--- src/design/shpf_pkg.sv ---
// Shared types and constants for the sync header packet framer.
package shpf_pkg;

    localparam logic [7:0] SYNC_BYTE = 8'hFF;

    // Item kinds.
    localparam logic KIND_PAYLOAD = 1'b0;
    localparam logic KIND_END     = 1'b1;

    // Configuration register indexes.
    localparam logic [1:0] REG_MESSAGE_ID     = 2'd0;
    localparam logic [1:0] REG_PAYLOAD_LENGTH = 2'd1;

    // Header byte positions.
    localparam logic [1:0] HDR_SYNC0  = 2'd0;
    localparam logic [1:0] HDR_SYNC1  = 2'd1;
    localparam logic [1:0] HDR_ID     = 2'd2;
    localparam logic [1:0] HDR_LENGTH = 2'd3;

    localparam logic [7:0] PAYLOAD_LENGTH_RESET = 8'd40;

    // Framer state seen by the byte generator.
    typedef struct packed {
        logic       header_sent;
        logic [7:0] running_sum;
        logic [1:0] phase;
    } frame_state_t;

    // One produced byte plus the state that follows it.
    typedef struct packed {
        logic [7:0]   out_byte;
        logic         is_checksum;
        logic         end_of_run;
        frame_state_t state_next;
    } byte_step_t;

endpackage

--- src/design/shpf_byte_gen.sv ---
// Combinational byte generator: picks the next framed byte and the following state.
module shpf_byte_gen (
    input  logic                  kind,
    input  logic [7:0]            data_byte,
    input  logic [7:0]            message_id,
    input  logic [7:0]            payload_length,
    input  shpf_pkg::frame_state_t state,
    output shpf_pkg::byte_step_t   step
);

    logic [7:0] len_byte;

    assign len_byte = payload_length + 8'd1;

    always_comb begin
        step = '0;
        step.state_next = state;
        if (!state.header_sent) begin
            // Header bytes go out one per cycle, while the output register takes them, before the item's own byte.
            unique case (state.phase)
                shpf_pkg::HDR_SYNC0:  step.out_byte = shpf_pkg::SYNC_BYTE;
                shpf_pkg::HDR_SYNC1:  step.out_byte = shpf_pkg::SYNC_BYTE;
                shpf_pkg::HDR_ID:     step.out_byte = message_id;
                shpf_pkg::HDR_LENGTH: step.out_byte = len_byte;
                default:              step.out_byte = shpf_pkg::SYNC_BYTE;
            endcase
            step.state_next.phase = state.phase + 2'd1;
            if (state.phase == shpf_pkg::HDR_LENGTH) begin
                step.state_next.header_sent = 1'b1;
                step.state_next.running_sum = message_id + len_byte;
            end
        end else if (kind == shpf_pkg::KIND_PAYLOAD) begin
            step.out_byte               = data_byte;
            step.end_of_run             = 1'b1;
            step.state_next.running_sum = state.running_sum + data_byte;
            step.state_next.phase       = shpf_pkg::HDR_SYNC0;
        end else begin
            step.out_byte               = ~state.running_sum;
            step.is_checksum            = 1'b1;
            step.end_of_run             = 1'b1;
            step.state_next.header_sent = 1'b0;
            step.state_next.running_sum = 8'd0;
            step.state_next.phase       = shpf_pkg::HDR_SYNC0;
        end
    end

endmodule

--- src/design/sync_header_packet_framer.sv ---
// Top level of the sync header packet framer: input hold stage, byte generator, output register.
// An accepted item goes into the hold stage; its bytes then leave through the output register.
// Throughput: one item per cycle inside an open packet while m_ready stays high; the first item
// of a packet also needs the four header bytes, which leave with its own byte through one output register.
// The header bytes leave one byte per cycle, while m_ready stays high, through the single byte-wide output register.
// Reset (aresetn low, synchronous) closes any open packet, empties both stages, clears the
// running sum and loads message_id with 0 and payload_length with 40.
module sync_header_packet_framer (
    input  logic       aclk,
    input  logic       aresetn,
    // Configuration write port.
    input  logic       cfg_wr_en,
    input  logic [1:0] cfg_index,
    input  logic [7:0] cfg_wr_data,
    // Input items.
    input  logic       s_valid,
    output logic       s_ready,
    input  logic       s_kind,
    input  logic [7:0] s_data_byte,
    // Framed bytes.
    output logic       m_valid,
    input  logic       m_ready,
    output logic [7:0] m_out_byte,
    output logic       m_is_checksum,
    output logic       m_end_of_run
);

    // Configuration registers.
    logic [7:0] message_id_reg;
    logic [7:0] payload_length_reg;

    // Hold stage: the item currently being expanded into bytes.
    logic       hold_valid_reg;
    logic       hold_kind_reg;
    logic [7:0] hold_data_reg;

    // Packet state: whether the header is out, the running sum and the header position.
    shpf_pkg::frame_state_t state_reg;

    // Output register.
    logic       m_valid_reg;
    logic [7:0] m_out_byte_reg;
    logic       m_is_checksum_reg;
    logic       m_end_of_run_reg;

    shpf_pkg::byte_step_t step;
    logic                 produce;
    logic                 accept;

    shpf_byte_gen u_byte_gen (
        .kind           (hold_kind_reg),
        .data_byte      (hold_data_reg),
        .message_id     (message_id_reg),
        .payload_length (payload_length_reg),
        .state          (state_reg),
        .step           (step)
    );

    // A byte is produced whenever an item is held and the output register is free or
    // being emptied this cycle. The hold stage frees up on the item's last byte, so a
    // new item can come in during the same cycle.
    assign produce = hold_valid_reg && (!m_valid_reg || m_ready);
    assign s_ready = !hold_valid_reg || (produce && step.end_of_run);
    assign accept  = s_valid && s_ready;

    assign m_valid       = m_valid_reg;
    assign m_out_byte    = m_out_byte_reg;
    assign m_is_checksum = m_is_checksum_reg;
    assign m_end_of_run  = m_end_of_run_reg;

    // Configuration writes; an index beyond the register list is ignored.
    always_ff @(posedge aclk) begin
        if (!aresetn) begin
            message_id_reg     <= 8'd0;
            payload_length_reg <= shpf_pkg::PAYLOAD_LENGTH_RESET;
        end else if (cfg_wr_en) begin
            unique case (cfg_index)
                shpf_pkg::REG_MESSAGE_ID:     message_id_reg     <= cfg_wr_data;
                shpf_pkg::REG_PAYLOAD_LENGTH: payload_length_reg <= cfg_wr_data;
                default: ;
            endcase
        end
    end

    // Hold stage control.
    always_ff @(posedge aclk) begin
        if (!aresetn) begin
            hold_valid_reg <= 1'b0;
        end else if (accept) begin
            hold_valid_reg <= 1'b1;
        end else if (produce && step.end_of_run) begin
            hold_valid_reg <= 1'b0;
        end
    end

    // Hold stage payload.
    always_ff @(posedge aclk) begin
        if (accept) begin
            hold_kind_reg <= s_kind;
            hold_data_reg <= s_data_byte;
        end
    end

    // Packet state advances with every produced byte.
    always_ff @(posedge aclk) begin
        if (!aresetn) begin
            state_reg <= '0;
        end else if (produce) begin
            state_reg <= step.state_next;
        end
    end

    // Output register control.
    always_ff @(posedge aclk) begin
        if (!aresetn) begin
            m_valid_reg <= 1'b0;
        end else if (produce) begin
            m_valid_reg <= 1'b1;
        end else if (m_ready) begin
            m_valid_reg <= 1'b0;
        end
    end

    // Output register payload.
    always_ff @(posedge aclk) begin
        if (produce) begin
            m_out_byte_reg    <= step.out_byte;
            m_is_checksum_reg <= step.is_checksum;
            m_end_of_run_reg  <= step.end_of_run;
        end
    end

    // A checksum byte is always the last byte of its item.
    a_checksum_ends_run: assert property (@(posedge aclk) disable iff (!aresetn)
        (m_valid_reg && m_is_checksum_reg) |-> m_end_of_run_reg)
        else $error("checksum byte without end of run");

    // A header byte in the output register means its item is still held.
    a_header_keeps_item: assert property (@(posedge aclk) disable iff (!aresetn)
        (m_valid_reg && !m_end_of_run_reg) |-> hold_valid_reg)
        else $error("header byte out but no item held");

    // The header position only moves while the header is still going out.
    a_phase_in_header: assert property (@(posedge aclk) disable iff (!aresetn)
        (state_reg.phase != shpf_pkg::HDR_SYNC0) |-> !state_reg.header_sent)
        else $error("header position set after header finished");

    // When the header completes, the byte just loaded is the length byte.
    a_header_ends_on_length: assert property (@(posedge aclk) disable iff (!aresetn)
        $rose(state_reg.header_sent) |->
            (m_out_byte_reg == payload_length_reg + 8'd1) && !m_end_of_run_reg)
        else $error("header closed on a byte other than the length");

endmodule
--- config.mk ---
export PLATFORM = sky130hd
export DESIGN_NAME = sync_header_packet_framer
export DESIGN_NICKNAME = d
export VERILOG_FILES = /design/src/design/shpf_pkg.sv /design/src/design/shpf_byte_gen.sv /design/src/design/sync_header_packet_framer.sv
export SDC_FILE = /design/constraint.sdc
export NUM_CORES = 1
export LEC_CHECK = 0
export BUFFER_PORTS_ARGS = -buffer_cell sky130_fd_sc_hd__buf_2
export CORE_ASPECT_RATIO = 1.1
export CORE_MARGIN = 4
export CORE_UTILIZATION = 45
export CTS_CLUSTER_DIAMETER = 60
export DETAILED_ROUTE_END_ITERATION = 8
export GPL_ROUTABILITY_DRIVEN = 0
export PLACE_DENSITY = 0.63
export SETUP_SLACK_MARGIN = 0.3
export SYNTH_ARGS = -nofsm -noshare
export SYNTH_HDL_FRONTEND = slang
export SYNTH_HIERARCHICAL = 1
export SYNTH_SLANG_ARGS = --single-unit
--- constraint.sdc ---
create_clock -name aclk -period 6.89 [get_ports aclk]
set_input_delay 1.0335 -clock aclk [delete_from_list [all_inputs] [get_ports aclk]]
set_output_delay 1.0335 -clock aclk [all_outputs]
set_load 0.01 [all_outputs]
==> summary.txt <==
Logic synthesis
  – Ys async rst share: 0%
  – Compound-cell area share of the yosys netlist: 17.38%
  – Ys Warns: 6
  – Avg Cell Area, Syn: between 9 and 10 µm²
  – Mux share of post-synthesis cell area: ~7%
  – Synth top area share: around 20%
  – Synth Area in Simple Gates: between 10% and 20%
  – Top post-synthesis cells by area: dfxtp_1, edfxtp_1, ha_1
  – Largest family of logic cells by synthesized area: compound AO/OA/AOI/OAI gates
  – Adder-cell area share of the yosys netlist: around 8.7%
  – Main synth FF type: dfxtp_1
  – Syn_nets: ~350
  – Synth cell count leaders: nand2_1, dfxtp_1, edfxtp_1, o21ai_0
  – Yosys cell types: 50
  – Number of synthesized flops with an enable pin: 19
  – Cells after synthesis: about 310
  – Area leader, netlist: dfxtp_1
  – Sequential area share after synthesis: between 30 and 40%
  – Syn Std Cell Area: approximately 0.003 mm²
  – Xor-xnor portion of the synthesized cell area: between 5 and 6%
  – Synthesis-stage register bit count: 48
  – Most common cell in the netlist: nand2_1

Floorplanning
  – Core Box Area: 0.006231 mm²
  – Std cell rows: 30
  – Die W: 84.74 µm
  – Die span in y: 92.42 µm
  – Top Ports: 36
  – Effective utilization at floorplan: between 40% and 50%
  – Full die area: 0.007831 mm²

Final layout
  – Nets: roughly 380
  – Diode count: 0
  – Share of layout cells above drive strength 1: 19.76%
  – Layout Cell Area excl Fill: about 0.0032 mm²
  – Largest register FFs: 11
  – Area Overhead vs Synth: 10.60%
  – Final core occ: 51.75%
  – Fillers: ~600

Global route
  – Met1 global-route usage: approximately a fifth
  – First-pass GRT wire length: just under 10000 µm
  – Vias in the first global route: just over 2000
  – Largest net degree at the start of global routing: just under 50
  – M3 GR Usage: 2.847%
  – Most Used Layer, Global Route: met2
  – GR Overflow Total: 0
  – GRT Util Overall: between 10% and 20%
  – Initial antenna violation count: 0
  – M2 GR Usage: 25.26%

STA
  – Worst-Margin Slew: 865.9 ps
  – Setup Skew: roughly 6.4 ps
  – RSZ-0062 raised after global routing: false
  – Fin crit share: about two fifths
  – Max transition margin: between 40% and 50%
  – Min Hold Slack: between 400 and 500 ps
  – Fin. Hold Viols: 0
  – Slew Limit Fails: 0
  – Fin Setup TNS: 0 ps
  – Final setup violation count: 0
  – Fin crit period: approximately 2600 ps
  – Max Freq: around 380 MHz

Setup path
  – Capturing point of the worst reg2reg path: state_reg[8]
  – WP data arrival: around 1600 ps
  – CP Capture Point: s_ready
  – CP Launch Type: input port
  – Critical path required time: 5860 ps
  – R2r setup slk: roughly 4300 ps
  – FF-to-FF path depth: 11
  – Setup CP Type: in -> out
  – CP endpoint kind: output pin
  – Worst Path Max Fanout: 3
  – CP Launch Point: m_ready
  – R2r startpoint: payload_length_reg[0]

Min path
  – Worst hold path class: reg -> reg

CTS
  – CTS tree: done
  – H-tree Lvls: 2
  – Setup bufs post-CTS: 0
  – Post-CTS sizing: 0
  – Clock sinks: 48
  – CTS buffer count: 5
  – Clk_lat worst skew: roughly 300 ps
  – Root buf cell: clkbuf_8
  – Max clock buf depth: 2
  – Hold-fix buffer count after cts: 0
  – Clk slew on worst S/H paths: ~80 ps

Status
  – Run status: complete, no violations

Detailed routing
  – Drt first-iter violations: ~110
  – DR pass1 iterations: 4
  – Drt via density: ~5.3
  – Via count: roughly 2200
  – Drt drc: 0
  – Antenna viol nets, final: 0
  – Total wire length: just under 6000 µm
  – Avg WL per Cell: about 14 µm

Placed design
  – Placed inst area: about 0.0031 mm²
  – HPWL Detailed: slightly above 4000 µm
  – PortBufs: 35

Power and ir drop
  – Pleak: between 1 and 1.5 nW
  – Peak supply drop: 0.08364 mV
  – Total power draw: between 500 and 600 µW
  – Pwr per Cell Area: 182.7 mW/mm²

Flow run
  – Max Cap Viol: 0
-- cells in the final DEF (no fill, tap or decap), types with 5 or more instances in the layout --
master	Yosys	layout
edfxtp_1	19	19
xor2_1	7	7
nand2_1	47	47
dfxtp_1	29	29
xnor2_1	11	11
a21o_1	6	6
nand3_1	17	17
a211oi_1	5	5
mux2i_1	17	17
buf_2	4	35
clkbuf_8	0	5
o21ai_2	9	9
a21oi_1	13	13
ha_1	17	17
inv_1	13	13
nor2_1	12	12
o21ai_0	19	19
and2_1	5	5
-- power by group --
part | total (mW) | internal, mW | switching, mW
Sequential | 0.316 | 0.307 | 0.00882
Clock | 0.204 | 0.108 | 0.0958
Combinational | 0.0698 | 0.0299 | 0.0399
-- per-layer routing --
metal / wire, µm / part of all wire [%]
met1: 2788 / 48
met2: 2689 / 47
met3: 189 / 3.3
met4: 107 / 1.9
met5: 0 / 0
-- final cells by class --
class | instances | area, µm² | area share (%)
repair buffers | 38 | 197.7 | 6.131
clock buffers | 6 | 72.57 | 2.251
well taps | 80 | 100.1 | 3.104
clock inverters | 2 | 35.03 | 1.087
inverters | 13 | 48.80 | 1.513
flip-flops and latches | 48 | 1151 | 35.70
multi-input cells | 232 | 1619 | 50.21
-- worst min-delay path by stage --
stage	start	endpoint	slack, ps	cells after the start
finish	message_id_reg[0]	message_id_reg[0]	490	2
global route	message_id_reg[5]	message_id_reg[5]	520	2
CTS	message_id_reg[0]	message_id_reg[0]	500	2
detailed placement	message_id_reg[6]	message_id_reg[6]	470	2
global placement	state_reg[1]	state_reg[1]	460	2
floorplan	hold_valid_reg	m_valid	450	1
-- through the flow --
stage                     setup WS, ps  cells
after global placement            4254    411
after CTS                         4234    419
after detailed placement          4229    411
after floorplan                   4423    311
final                             4247    419
after global routing              4097    419
-- worst max-delay path, cell delays in order --
cell	delay [ps]
buf_2	90
nor2b_1	180
o21ai_0	140
buf_2	160
-- cells by family (layout without fill, tap and decap cells) --
family,Yosys count,count (layout)
adders and majority gates,19,19
DFF,48,48
buffers and inverters,31,59
xor gates and xnor gates,18,18
AOI/OAI and AO/OA,73,73
and+or+nand+nor,102,102
muxes,20,20
No activity file was read; power rests on OpenSTA's default activity.
